**src/rtl/tte_pkg.sv**
```systemverilog
// Package for the tickless timer expiry engine.
// Holds shared types, reset constants, item kinds, event codes and register indexes.
// No dependencies.
package tte_pkg;

  // Default counter width of the hardware down counter.
  localparam int unsigned CounterBitsDef = 24;

  // Configuration register indexes.
  localparam int unsigned CfgIdxBits     = 8;
  localparam logic [CfgIdxBits-1:0] RegMinReload  = 8'd0;
  localparam logic [CfgIdxBits-1:0] RegNearThresh = 8'd1;

  // Configuration reset values.
  localparam logic [24:0] MinReloadRst  = 25'd16000;
  localparam logic [15:0] NearThreshRst = 16'd128;

  // Disarmed expiry mark: largest signed 64-bit value.
  localparam logic [63:0] MarkMax = 64'h7FFF_FFFF_FFFF_FFFF;

  // Item kinds.
  localparam logic [1:0] KindTick = 2'd0;
  localparam logic [1:0] KindRead = 2'd1;
  localparam logic [1:0] KindSet  = 2'd2;

  // Event codes.
  localparam logic [1:0] EvNone    = 2'd0;
  localparam logic [1:0] EvExpired = 2'd1;
  localparam logic [1:0] EvCheck   = 2'd2;

  typedef struct packed {
    logic [1:0]  kind;
    logic [62:0] expiry_time;
  } item_t;

  typedef struct packed {
    logic [62:0] now_time;
    logic [1:0]  event_res;
  } result_t;

  // Handshake state between the input stage and the result stage.
  typedef struct packed {
    logic can_load;   // result register can take a new value this cycle
    logic advance;    // held item is processed this cycle
  } stage_ctl_t;

endpackage

```
**src/rtl/tte_in_stage.sv**
```systemverilog
// Input register of the tickless timer expiry engine.
// Holds one accepted item until the core consumes it. Uses tte_pkg.
module tte_in_stage (
  input  logic               clk_i,
  input  logic               rst_ni,
  input  logic               in_valid_i,
  output logic               in_ready_o,
  input  tte_pkg::item_t     item_i,
  input  logic               can_load_i,
  output tte_pkg::item_t     item_o,
  output logic               advance_o
);

  logic           vld_q, vld_d;
  tte_pkg::item_t item_q;

  assign advance_o  = vld_q & can_load_i;
  assign in_ready_o = ~vld_q | can_load_i;
  assign item_o     = item_q;

  always_comb begin
    vld_d = vld_q;
    if (in_valid_i && in_ready_o) begin
      vld_d = 1'b1;
    end else if (advance_o) begin
      vld_d = 1'b0;
    end
  end

  always_ff @(posedge clk_i or negedge rst_ni) begin
    if (!rst_ni) begin
      vld_q <= 1'b0;
    end else begin
      vld_q <= vld_d;
    end
  end

  always_ff @(posedge clk_i) begin
    if (in_valid_i && in_ready_o) begin
      item_q <= item_i;
    end
  end

endmodule

```
**src/rtl/tte_core.sv**
```systemverilog
// Timer state and single-pass update logic of the tickless timer expiry engine.
// Tracks time and the distance to the expiry mark incrementally. Uses tte_pkg.
module tte_core #(
  parameter int unsigned CounterBits = tte_pkg::CounterBitsDef
) (
  input  logic             clk_i,
  input  logic             rst_ni,
  input  logic             advance_i,
  input  tte_pkg::item_t   item_i,
  input  logic [24:0]      min_reload_i,
  input  logic [15:0]      near_thresh_i,
  output tte_pkg::result_t res_o
);

  localparam logic [63:0] Span  = 64'(1) << CounterBits;
  localparam logic [63:0] Span2 = Span << 1;

  // now = time_base - down_count; diff = expiry_mark - now (both mod 2^64)
  logic [63:0]            now_q, now_d;
  logic [63:0]            diff_q, diff_d;
  logic [CounterBits-1:0] count_q, count_d;
  logic [CounterBits-1:0] reload_q, reload_d;
  logic                   pend_q, pend_d;
  logic [1:0]             ev;

  logic [63:0] dm1, dm2, dm4, dset, dset3, ddis, mr64, min_sat, r_set, r_set_m1;
  logic        wrap, run, tick_exp, tick_rep, set_near;

  always_comb begin
    dm1  = diff_q - 64'd1;
    dm2  = diff_q - 64'd2;
    dm4  = diff_q - 64'd4;
    dset = {1'b0, item_i.expiry_time} - now_q;
    dset3 = dset - 64'd3;
    ddis = (tte_pkg::MarkMax - 64'd3) - now_q;
    wrap = (count_q == '0);
    run  = wrap | pend_q;
    tick_exp = (dm1 == 64'd0) | dm1[63];
    tick_rep = ~tick_exp & (dm1 <= Span);
    set_near = dset[63] | (dset < {48'd0, near_thresh_i});

    mr64 = {39'd0, min_reload_i};
    if (mr64 == 64'd0) begin
      min_sat = 64'd1;
    end else if (mr64 > Span) begin
      min_sat = Span;
    end else begin
      min_sat = mr64;
    end

    if (dset >= Span2) begin
      r_set = Span;
    end else if (dset > Span) begin
      r_set = dset >> 1;
    end else if (dset < min_sat) begin
      r_set = min_sat;
    end else begin
      r_set = dset;
    end
    r_set_m1 = r_set - 64'd1;
  end

  always_comb begin
    now_d    = now_q;
    diff_d   = diff_q;
    count_d  = count_q;
    reload_d = reload_q;
    pend_d   = pend_q;
    ev       = tte_pkg::EvNone;
    case (item_i.kind)
      tte_pkg::KindTick: begin
        now_d  = now_q + 64'd1;
        diff_d = dm1;
        pend_d = 1'b0;
        count_d = wrap ? reload_q : count_q - CounterBits'(1);
        if (run) begin
          if (tick_exp) begin
            ev = tte_pkg::EvExpired;
          end else if (tick_rep) begin
            // reprogram with r = remaining time; time steps by 3 on top of the tick
            now_d    = now_q + 64'd4;
            diff_d   = dm4;
            count_d  = dm2[CounterBits-1:0];
            reload_d = dm2[CounterBits-1:0];
          end
        end
      end
      tte_pkg::KindSet: begin
        if (item_i.expiry_time == '0) begin
          now_d    = now_q + 64'd3;
          diff_d   = ddis;
          count_d  = '1;
          reload_d = '1;
        end else if (set_near) begin
          diff_d = dset;
          pend_d = 1'b1;
          ev     = tte_pkg::EvCheck;
        end else begin
          now_d    = now_q + 64'd3;
          diff_d   = dset3;
          count_d  = r_set_m1[CounterBits-1:0];
          reload_d = r_set_m1[CounterBits-1:0];
        end
      end
      default: begin
      end
    endcase
  end

  assign res_o.now_time  = now_d[62:0];
  assign res_o.event_res = ev;

  always_ff @(posedge clk_i or negedge rst_ni) begin
    if (!rst_ni) begin
      now_q    <= Span;
      diff_q   <= tte_pkg::MarkMax - Span;
      count_q  <= '0;
      reload_q <= '1;
      pend_q   <= 1'b0;
    end else if (advance_i) begin
      now_q    <= now_d;
      diff_q   <= diff_d;
      count_q  <= count_d;
      reload_q <= reload_d;
      pend_q   <= pend_d;
    end
  end

  // Counter never runs above its reload value.
  a_count_le_reload: assert property (@(posedge clk_i) disable iff (!rst_ni)
    count_q <= reload_q) else $error("down counter above reload");

  // An immediate-check request leaves a pending check behind.
  a_check_sets_pend: assert property (@(posedge clk_i) disable iff (!rst_ni)
    advance_i && ev == tte_pkg::EvCheck |=> pend_q) else $error("pending check lost");

  // A tick always consumes a pending check.
  a_tick_clears_pend: assert property (@(posedge clk_i) disable iff (!rst_ni)
    advance_i && item_i.kind == tte_pkg::KindTick |=> !pend_q)
    else $error("pending check survived a tick");

  // Expiry is only reported by a tick that ran the check.
  a_expiry_on_run: assert property (@(posedge clk_i) disable iff (!rst_ni)
    ev == tte_pkg::EvExpired |-> item_i.kind == tte_pkg::KindTick && run)
    else $error("expiry outside a check");

endmodule

```
**src/rtl/tte_out_stage.sv**
```systemverilog
// Result register of the tickless timer expiry engine.
// Holds one result until the downstream side takes it. Uses tte_pkg.
module tte_out_stage (
  input  logic               clk_i,
  input  logic               rst_ni,
  input  logic               load_i,
  input  tte_pkg::result_t   res_i,
  output logic               can_load_o,
  output logic               out_valid_o,
  input  logic               out_ready_i,
  output tte_pkg::result_t   res_o
);

  logic             vld_q, vld_d;
  tte_pkg::result_t res_q;

  assign can_load_o  = ~vld_q | out_ready_i;
  assign out_valid_o = vld_q;
  assign res_o       = res_q;

  always_comb begin
    vld_d = vld_q;
    if (load_i) begin
      vld_d = 1'b1;
    end else if (out_ready_i) begin
      vld_d = 1'b0;
    end
  end

  always_ff @(posedge clk_i or negedge rst_ni) begin
    if (!rst_ni) begin
      vld_q <= 1'b0;
    end else begin
      vld_q <= vld_d;
    end
  end

  always_ff @(posedge clk_i) begin
    if (load_i) begin
      res_q <= res_i;
    end
  end

endmodule

```
**src/rtl/tickless_timer_expiry_engine.sv**
```systemverilog
// Top level of the tickless timer expiry engine: input register, timer core,
// result register and the two configuration registers. Uses tte_pkg.
//
// The engine models a COUNTER_BITS down counter with reload, extended to a
// 64-bit tick time. Every input transfer (tick, read, set expiry) yields exactly
// one result transfer carrying the time after the item and an event code
// (none, expiry reached, immediate check requested). Throughput is one item
// per clock while m_axis_tready is high. The input register loads on the
// input transfer and the single-pass update loads the result register from
// it once the result register has a free slot; the result is then offered
// until m_axis_tready takes it. The loop that bounds the rate is
// the timer state update: time and the distance to the expiry mark are kept as
// running registers, so each item needs one wide subtract, a few compares and
// a decrement of the chosen period before the state and result registers load.
// s_axis_tready depends combinationally on m_axis_tready through the result
// register's free slot. Configuration writes are always accepted
// (cfg_ready_o = 1); indexes other than the two registers are ignored.
// Write configuration only while no item is in flight.
module tickless_timer_expiry_engine #(
  parameter int unsigned COUNTER_BITS = tte_pkg::CounterBitsDef
) (
  input  logic        clk_i,
  input  logic        rst_ni,
  // input item
  input  logic        s_axis_tvalid,
  output logic        s_axis_tready,
  input  logic [63:0] s_axis_tdata,   // [62:0] expiry_time, [63] zero
  input  logic [1:0]  s_axis_tuser,   // [1:0] kind
  // result item
  output logic        m_axis_tvalid,
  input  logic        m_axis_tready,
  output logic [71:0] m_axis_tdata,   // [62:0] now_time, [64:63] event_res, [71:65] zero
  // configuration writes
  input  logic        cfg_valid_i,
  output logic        cfg_ready_o,
  input  logic [tte_pkg::CfgIdxBits-1:0] cfg_index_i,
  input  logic [24:0] cfg_data_i
);

  tte_pkg::item_t     item_in, item_held;
  tte_pkg::result_t   res_core, res_out;
  tte_pkg::stage_ctl_t ctl;

  logic [24:0] min_reload_q;
  logic [15:0] near_thresh_q;

  assign item_in.kind        = s_axis_tuser;
  assign item_in.expiry_time = s_axis_tdata[62:0];

  // Config registers; writes always accepted.
  assign cfg_ready_o = 1'b1;

  always_ff @(posedge clk_i or negedge rst_ni) begin
    if (!rst_ni) begin
      min_reload_q  <= tte_pkg::MinReloadRst;
      near_thresh_q <= tte_pkg::NearThreshRst;
    end else if (cfg_valid_i) begin
      case (cfg_index_i)
        tte_pkg::RegMinReload:  min_reload_q  <= cfg_data_i;
        tte_pkg::RegNearThresh: near_thresh_q <= cfg_data_i[15:0];
        default: begin
        end
      endcase
    end
  end

  tte_in_stage u_in (
    .clk_i      (clk_i),
    .rst_ni     (rst_ni),
    .in_valid_i (s_axis_tvalid),
    .in_ready_o (s_axis_tready),
    .item_i     (item_in),
    .can_load_i (ctl.can_load),
    .item_o     (item_held),
    .advance_o  (ctl.advance)
  );

  tte_core #(
    .CounterBits (COUNTER_BITS)
  ) u_core (
    .clk_i         (clk_i),
    .rst_ni        (rst_ni),
    .advance_i     (ctl.advance),
    .item_i        (item_held),
    .min_reload_i  (min_reload_q),
    .near_thresh_i (near_thresh_q),
    .res_o         (res_core)
  );

  tte_out_stage u_out (
    .clk_i       (clk_i),
    .rst_ni      (rst_ni),
    .load_i      (ctl.advance),
    .res_i       (res_core),
    .can_load_o  (ctl.can_load),
    .out_valid_o (m_axis_tvalid),
    .out_ready_i (m_axis_tready),
    .res_o       (res_out)
  );

  assign m_axis_tdata = {7'd0, res_out.event_res, res_out.now_time};

endmodule
```
**config.mk**
```make
export PLATFORM = sky130hd
export DESIGN_NAME = tickless_timer_expiry_engine
export DESIGN_NICKNAME = d
export VERILOG_FILES = /design/src/rtl/tte_pkg.sv /design/src/rtl/tte_in_stage.sv /design/src/rtl/tte_core.sv /design/src/rtl/tte_out_stage.sv /design/src/rtl/tickless_timer_expiry_engine.sv
export SDC_FILE = /design/constraint.sdc
export NUM_CORES = 1
export LEC_CHECK = 0
export BUFFER_PORTS_ARGS = -buffer_cell sky130_fd_sc_hd__buf_2
export CAP_MARGIN = 30
export CORE_AREA = 2 2 294 354
export CTS_BUF_LIST = sky130_fd_sc_hd__clkbuf_8
export DETAILED_ROUTE_END_ITERATION = 10
export DIE_AREA = 0 0 296 356
export MAX_ROUTING_LAYER = met4
export PLACE_DENSITY = 0.53
export SLEW_MARGIN = 10
export SYNTH_ARGS = -nofsm -noshare
export SYNTH_HDL_FRONTEND = slang
export SYNTH_SLANG_ARGS = --single-unit
export TNS_END_PERCENT = 10
```
**constraint.sdc**
```tcl
create_clock -name clk_i -period 6.3 [get_ports clk_i]
set_input_delay 0.945 -clock clk_i [delete_from_list [all_inputs] [get_ports clk_i]]
set_output_delay 0.945 -clock clk_i [all_outputs]
set_load 0.01 [all_outputs]
```
---- Word-level counts from Yosys, hierarchy flattened ----
Index checks and enable logic that the tools add are counted.
storage, ports and cells
  register bits after elaboration ......... 350
cells by class
  $add $sub $neg .......................... 11
  order comparisons ....................... 6
  equal/unequal tests ..................... 8
  multiplexer cells ....................... 40
  bitwise gates (word level) .............. 10
  reductions and logical operators ........ 16
operators with widths
  kind                                                                      count
  64-bit 2-to-1 mux                                                         10
  24-bit 2-to-1 mux                                                         12
  64-bit one-hot mux with 2 select lines                                    2
  24-bit one-hot mux with 2 select lines                                    2
  64-bit by 1-bit adder with 64-bit output (second input constant)          1
  64-bit by 2-bit adder with 64-bit output (second input constant)          1
  64-bit by 3-bit adder with 64-bit output (second input constant)          1
  64-bit by 26-bit >= comparator with 1-bit output (second input constant)  1
  64-bit by 25-bit > comparator with 1-bit output (second input constant)   1
  64-bit by 25-bit <= comparator with 1-bit output (second input constant)  1
  64-bit logical NOT                                                        1
  64-bit by 16-bit < comparator with 1-bit output                           1
  64-bit by 25-bit < comparator with 1-bit output                           1
  63-bit by 64-bit subtractor with 64-bit output                            1
  63-bit by 64-bit subtractor with 64-bit output (first input constant)     1
  64-bit by 1-bit subtractor with 64-bit output (second input constant)     1
  64-bit by 2-bit subtractor with 64-bit output (second input constant)     1
  64-bit by 3-bit subtractor with 64-bit output (second input constant)     1
  63-bit logical NOT                                                        1
  25-bit 2-to-1 mux                                                         2
  24-bit by 1-bit subtractor with 24-bit output (second input constant)     2
  25-bit > comparator (second input constant)                               1
  25-bit logical NOT                                                        1
  24-bit logical NOT                                                        1
  other kinds (21)                                                          43

---- Longest topological paths before layout ----
Gate-level depths: netlist of the first run.
  depth in word-level cells ............... 11
  mapped depth ............................ 31

---- Hierarchy ----
A second synthesis of the first run with hierarchy kept.
second synthesis, totals
  cell total of the unflattened synthesis .. 3,856
  area, all modules ....................... 30,894.6 µm²
modules (own cells, without submodules)
  module                        instances  cells each  area an instance (µm²)  seq. area each (µm²)
  tte_core                      1          3,617       25,194.2                4,538.1
  tte_in_stage                  1          70          2,011.9                 1,976.9
  tte_out_stage                 1          68          1,999.4                 1,976.9
  tickless_timer_expiry_engine  1          101         1,689.1                 1,034.7

---- Least setup slack after synthesis of the first run ----
No wires, ideal clock.
  path type ............................... flip-flop to flip-flop
  start ................................... reg u_core.now_q[1]
  end ..................................... reg u_core.count_q[22]
  setup time .............................. 82 ps
  data arrival time ....................... 5,873 ps
  required time ........................... 6,218 ps
  slack ................................... 346 ps
  cell stages (with the launch flop) ...... 25
  clock period less this slack ............ 5,954 ps
  cell sequence ........................... dfrtp_1 clkbuf_1 inv_1 fa_1 a21oi_1 o211a_1 o32ai_1 o211ai_1 a21oi_1 or4_1 a221oi_1 or4b_1 or4b_1 buf_2 nor3_2 mux2i_1 a211o_1 ha_1 inv_1 nor3_1 a22oi_1 nor4_1 xnor2_1 o21ai_2 a31oi_1
between the ends
  longest elaborated chain between the ends .. 9
  elaborated cells on any way between the ends .. 15
  those cells by class .................... add/sub: 2; order compare: 4; eq/ne: 1; mux: 6; bitwise: 1; reduce/logical: 1
ends and longest elaborated chain
  what                                                RTL line         text
  start: declaration                                  tte_core.sv:19   logic [63:0] now_q, now_d;
  start signal: assignment                            tte_core.sv:115  now_q <= Span;
  start signal: assignment                            tte_core.sv:121  now_q <= now_d;
  63-bit by 64-bit subtractor with 64-bit output (*)  tte_core.sv:33   dset = {1'b0, item_i.expiry_time} - now_q;
  64-bit by 25-bit < comparator with 1-bit output     tte_core.sv:55   end else if (dset < min_sat) begin
  24-bit 2-to-1 mux                                   tte_core.sv:55
  24-bit 2-to-1 mux                                   tte_core.sv:53   end else if (dset > Span) begin
  24-bit 2-to-1 mux                                   tte_core.sv:51   if (dset >= Span2) begin
  24-bit by 1-bit subtractor with 24-bit output       tte_core.sv:60   r_set_m1 = r_set - 64'd1;
  24-bit 2-to-1 mux                                   tte_core.sv:94   end else if (set_near) begin
  24-bit 2-to-1 mux                                   tte_core.sv:89   if (item_i.expiry_time == '0) begin
  24-bit one-hot mux with 2 select lines              tte_core.sv:70   case (item_i.kind)
  end signal: assignment                              tte_core.sv:123  count_q <= count_d;
  end: declaration                                    tte_core.sv:21   logic [CounterBits-1:0] count_q, count_d;
Every way passes the cells marked *; elsewhere a longest branch is shown, timed or not. The select of a mux whose other input is x is not followed.
A chain may end at the register's enable or synchronous reset.

==> impl_metrics.yaml, run 1 <==
final_layout:
  multiInputGateArea_um2: 19900
  layout.cells.most_common_list: "580 x buf_4, 415 x nand2_1, 371 x nor2_1, 283 x xnor2_1, 262 x a21oi_1"
  final_common_cell: "buf_4"
  num-nets-final: 4634
  regArea_um2: 9530
  syn2layout_area_growth_pct: 26.8
  nFillCells: 10900
  layout-drive-gt1-share_pct: 26.0
min_path:
  min_path_type: "in -> async"
cts:
  h-tree-depth: 3
  cts_tree: "done"
  clock_latency_ns: 0.77
  cts_root_buf: "clkbuf_8"
  clkSinkCount: 350
  clkTransAtPathRegs_ns: 0.06
  cts_made_buffers: 66
  cts.path.max_buffers: 3
pwr:
  power_per_cell_area_nw_per_um2: 306
  leakage_nw: 14.5
  p_total_mw: 11.8
  vdd_drop_max_v: 0.000181
global_routing:
  overflow: 0
  grt_max_degree: 89
  grt_pass1_vias: 31700
  antenna_found_initial: 5
  grt_pass1_wl_um: 212000
  grtUsageTotal_pct: 28.1
synthesis:
  ys.warnings.count: 0
  syn_avg_cell_area_um2: 7.98
  synth_top_flop_cell: "edfxtp_1"
  synth-seq-cells: 350
  synth.area.top_cells: "edfxtp_1 13%, dfrtp_1 10%, xnor2_1 8.2%"
  synth_edf_count: 130
  yosysUniqueCellTypes: 112
  netlist.area_leader.share_pct: 12.9
  netlist_instances: 3803
  yosysSeqAreaShare_pct: 31.4
  post-synth-top-area-cell: "edfxtp_1"
  async_flop_share_pct: 62.9
  syn_area_um2: 30400
setup_path:
  reg2reg_to: "u_out.res_o[50]"
  end_kind: "flop"
  criticalPathCategory: "reg -> reg"
  worstPathMaxFanout: 7
  timing.rr.start: "u_core.now_q[5]"
  startpoint_type: "flop"
  cp.required_ns: 6.77
  reg2reg_slack_ns: 0.09
  worstPathArrival_ns: 6.68
  reg2reg_depth: 25
floorplanning:
  row_count: 129
  dieArea_um2: 105000
  io_pins: 179
  coreArea_um2: 102000
  fp.dieH_um: 356
  initial_core_util_pct: 29.7
  die_w_um: 296
sta:
  fin_crit_ns: 6.21
  period_share_pct: 98.6
  fin_skew_ns: 0.0567
  hold_viol_final: 0
  slew_headroom_pct: 33.4
  timing.hold.ws_ns: 0.178
  tightest_slew_ns: 0.990
  setup-violations-final: 0
  fmax_mhz: 161
  slew_violations: 0
outcome:
  status: "complete, no violations"
drt:
  viasPerCell: 5.62
  num_vias: 32900
  postRouteAntennaNets: 0
  avgRoutedWirePerCell_um: 25.0
  wirelength_um: 146000
  drt_iter0_markers: 3124
  drc: 0
  first_pass_iters: 6
placement:
  place_congestion: 1.01
  dp_hpwl_um: 118000
  io_buffers: 169
run:
  cap_violations: 0
## per-layer routing
metal	GRT usage (%)	wire, µm	part of all wire, %	vias to the layer above
li1	-	-	-	15200
met4	13.8	8380	5.7	0
met5	-	0	0	-
met2	44.8	68200	47	1354
met3	3.39	7610	5.2	345
met1	35.0	62300	43	16000
## how the worst max path moves through the flow
stage | start | slack [ns] | depth (start not counted) | to
after floorplan | u_core.now_q[1] | 0.35 | 24 | u_core.count_q[22]
after global placement | u_in.item_o[0] | -0.24 | 26 | u_core.count_q[16]
after detailed placement | u_core.now_q[9] | -0.17 | 29 | u_core.count_q[16]
after CTS | u_core.now_q[1] | -0.01 | 26 | u_core.count_q[23]
after global routing | u_in.item_o[14] | -0.009 | 29 | u_core.reload_q[17]
final | u_core.now_q[5] | 0.09 | 25 | u_out.res_o[50]
## worst max-delay path: stages (launching register included)
cell and delay, ns:
dfrtp_1 0.35, clkinv_1 0.24, ha_4 0.39, nand2_1 0.09, or3_1 0.38, buf_4 0.16, a21oi_2 0.14, buf_4 0.16
buf_4 0.13, o211ai_1 0.15, and3b_1 0.25, buf_4 0.16, nand4b_1 0.17, nand3_1 0.29, nand4bb_1 0.16, or4b_1 0.53
buf_4 0.21, o41ai_2 0.36, buf_4 0.24, and2_1 0.19, buf_12 0.13, o21ai_0 0.16, nor2b_1 0.19, o21ai_1 0.10
o21ai_0 0.18, mux2_2 0.35
## registers in the layout, summed over array words and instances (netlist names)
register	cells
u_in.item_o	65
u_out.res_o	65
u_core.diff_q	64
u_core.now_q	64
min_reload_q	25
u_core.count_q	24
u_core.reload_q	24
near_thresh_q	16
u_core.pend_q	1
u_in.vld_q	1
u_out.out_valid_o	1
## metrics by stage
stage	utilization (%)	setup slack [ns]	std cells	area, µm²	TNS (ns)
6_report	37.6	0.0863	5848	38500	0
5_1_grt	37.6	-0.00858	5848	38500	-0.0109
4_1_cts	37.1	-0.0141	5831	38000	-0.0141
3_5_place_dp	35.7	-0.171	5708	36500	-0.929
3_3_place_gp	35.7	-0.235	5704	36500	-0.782
2_1_floorplan	-	0.346	3809	30400	0
## final cells by class
cell class	instances	share of cell area (%)
flip-flops and latches	350	24.7
clock inverters	49	1.04
well taps	1375	4.47
inverters	128	1.25
multi-input cells	3106	51.8
diodes	5	0.0325
repair buffers	763	14.1
clock buffers	72	2.57
## synthesized netlist by cell type (all sizes together), types with 49 or more instances
library cell,count
xnor2,283
a21o,49
xor2,68
nand3,123
edfxtp,130
dfrtp,126
nor2,386
inv,117
dfstp,94
nand4,109
a21oi,275
clkbuf,164
ha,114
buf,61
nand2,418
or3,79
nor3,171
nor4,101
a31oi,53
o21ai,263
## power breakdown
| group | internal, mW | switching [mW] | leakage, nW |
|---|---|---|---|
| logic | 2.35 | 3.51 | 10.0 |
| clock network | 1.32 | 1.16 | 0.783 |
| registers | 2.94 | 0.490 | 3.71 |
## cell families after synthesis
logic type                 count (synthesis)  share of synthesized area, %
DFF                                      350                          31.4
and+or+nand+nor                         1589                          26.1
buffers and inverters                    353                          4.73
other                                      2                        0.0247
xor gates and xnor gates                 351                          10.1
adders and majority gates                115                          4.76
AOI/OAI and AO/OA                        983                          20.7
muxes                                     60                          2.18
## what timing repair did
| action | CTS | global route |
|---|---|---|
| gates resized for setup | 9 | 82 |
| buffers inserted | 2 | 12 |
| endpoints found under the setup margin | 18 | 154 |
| hold buffers | 0 | 0 |
| pin swaps | 2 | 23 |
Note: power is estimated with default switching activity, not from simulation.
==> run 2, diff against run 1 <==
Settings changed: BUFFER_PORTS_ARGS -buffer_cell sky130_fd_sc_hd__buf_2 to -buffer_cell sky130_fd_sc_hd__clkbuf_2, CTS_CLUSTER_DIAMETER from default to 100.
==> impl_metrics.yaml, run 2 (synthesis results as in run 1) <==
sta:
  layout_setup_ws_ns: 0.100
  tns_ns: 0
  fin_skew_ns: 0.0465
  setup-violations-final: 0
  hold_viol_final: 0
  period_share_pct: 98.4
  timing.hold.ws_ns: 0.140
  slew_headroom_pct: 32.5
  slew_violations: 0
  tightest_slew_ns: 1.00
  fin_crit_ns: 6.20
  fmax_mhz: 161
  rsz0062_at_grt: "true"
floorplanning:
  fp.dieH_um: 356
  row_count: 129
  die_w_um: 296
  dieArea_um2: 105000
  initial_core_util_pct: 29.7
  coreArea_um2: 102000
  io_pins: 179
placement:
  dp_hpwl_um: 120000
  placed_area_um2: 37000
  io_buffers: 169
  dp_slack_ns: -0.269
  place_congestion: 1.00
drt:
  avgRoutedWirePerCell_um: 25.0
  wirelength_um: 148000
  drt_iter0_markers: 2885
  num_vias: 33000
  drc: 0
  viasPerCell: 5.59
  first_pass_iters: 7
  postRouteAntennaNets: 0
global_routing:
  gr-usage-met1_pct: 35.6
  busiest_layer: "met2"
  met2_usage_pct: 45.2
  grt_pass1_vias: 31800
  grtUsageMet3_pct: 2.50
  overflow: 0
  grt_pass1_wl_um: 213000
  grt_max_degree: 86
  antenna_found_initial: 1
  grtUsageTotal_pct: 28.1
setup_path:
  cp.required_ns: 6.89
  end_kind: "flop"
  startpoint_type: "flop"
  reg2reg_slack_ns: 0.10
  criticalPathCategory: "reg -> reg"
  worstPathMaxFanout: 5
  worstPathArrival_ns: 6.79
final_layout:
  nFillCells: 10800
  num-nets-final: 4687
  fin_area_um2: 38900
  layout-drive-gt1-share_pct: 27.4
  syn2layout_area_growth_pct: 28.1
  final_common_cell: "buf_4"
  layout.cells.most_common_list: "635 x buf_4, 413 x nand2_1, 368 x nor2_1, 277 x xnor2_1, 255 x a21oi_1"
cts:
  clock_latency_ns: 0.75
  cts_tree: "done"
  holdBufCountCts: 0
  clkTransAtPathRegs_ns: 0.06
  cts_made_buffers: 61
  cts_root_buf: "clkbuf_8"
  cts.path.max_buffers: 3
  h-tree-depth: 2
  clkSinkCount: 350
pwr:
  p_clk_share_pct: 19.4
  power_frac_seq_pct: 29.9
  power_per_cell_area_nw_per_um2: 298
  internal-power_mw: 6.46
  switching_share_pct: 44.3
  netSwitchingPower_mw: 5.14
  vdd_drop_max_v: 0.000178
  leakage_nw: 14.8
  p_total_mw: 11.6
  p_comb_share_pct: 50.8
outcome:
  status: "complete, no violations"
min_path:
  min_path_type: "in -> async"
run:
  cap_violations: 0
==> run 2: power by group through the flow <==
stage	clock network (mW)	registers [mW]	logic, mW
after global routing	2.40	3.52	6.32
final	2.25	3.46	5.89
after CTS	2.31	3.44	5.66
after detailed placement	0	3.47	5.60
after global placement	0	3.47	5.58
after floorplan	0	3.23	3.14
==> run 2: final timing paths <==
path | cells past startpoint | startpoint | endpoint
max in group asynchronous | 2 | rst_ni | u_core.now_q[56]
worst max-delay path | 24 | u_core.now_q[11] | u_out.res_o[44]
worst min-delay path | 1 | rst_ni | u_core.count_q[16]
worst max register to register | 24 | u_core.now_q[11] | u_out.res_o[44]
min in group clk_i | 1 | s_axis_tdata[21] | u_in.item_o[21]
worst min register to register | 2 | u_core.reload_q[4] | u_core.reload_q[4]
==> run 2: metal layers <==
layer,share of wire (%),up-vias,wire (µm)
met2,47,1214,68800
li1,-,15300,-
met4,5.7,0,8480
met5,0,-,0
met3,5.1,327,7480
met1,43,16100,62800
==> run 2: final cells by class <==
cell class	count	area [µm²]	area share [%]
Clock buffer	62	853	2.19
Timing Repair Buffer	821	5900	15.2
Tap cell	1375	1720	4.42
Clock inverter	54	393	1.01
Inverter	128	488	1.25
Sequential cell	350	9530	24.5
Antenna cell	3	7.51	0.0193
Multi-Input combinational cell	3106	20000	51.4
==> run 2: what timing repair did <==
action	4_1_cts	5_1_grt
endpoints found under the setup margin	82	146
gates resized for setup	27	101
pin swaps	6	34
cloned	0	0
buffers inserted	1	12
==> run 2: through the flow <==
stage                     utilization, %  cells
after global placement              36.2   5764
after CTS                           37.5   5883
after detailed placement            36.2   5766
final                               38.0   5899
after global routing                38.0   5897
after floorplan                        -   3809
==> run 2: worst max-delay path: stages, from the launching register on <==
cell	delay [ns]
dfrtp_1	0.38
inv_1	0.19
ha_1	0.31
buf_4	0.15
a21oi_1	0.17
o21ai_1	0.18
a21o_1	0.25
o211ai_1	0.28
a21oi_2	0.12
or4_4	0.45
a221oi_4	0.29
or4b_4	0.50
or4b_4	0.50
buf_4	0.21
buf_4	0.17
o41ai_4	0.34
buf_4	0.19
buf_4	0.11
nand2_2	0.06
a2bb2oi_1	0.22
buf_4	0.20
buf_4	0.17
nor3_1	0.07
xnor2_1	0.34
buf_4	0.17
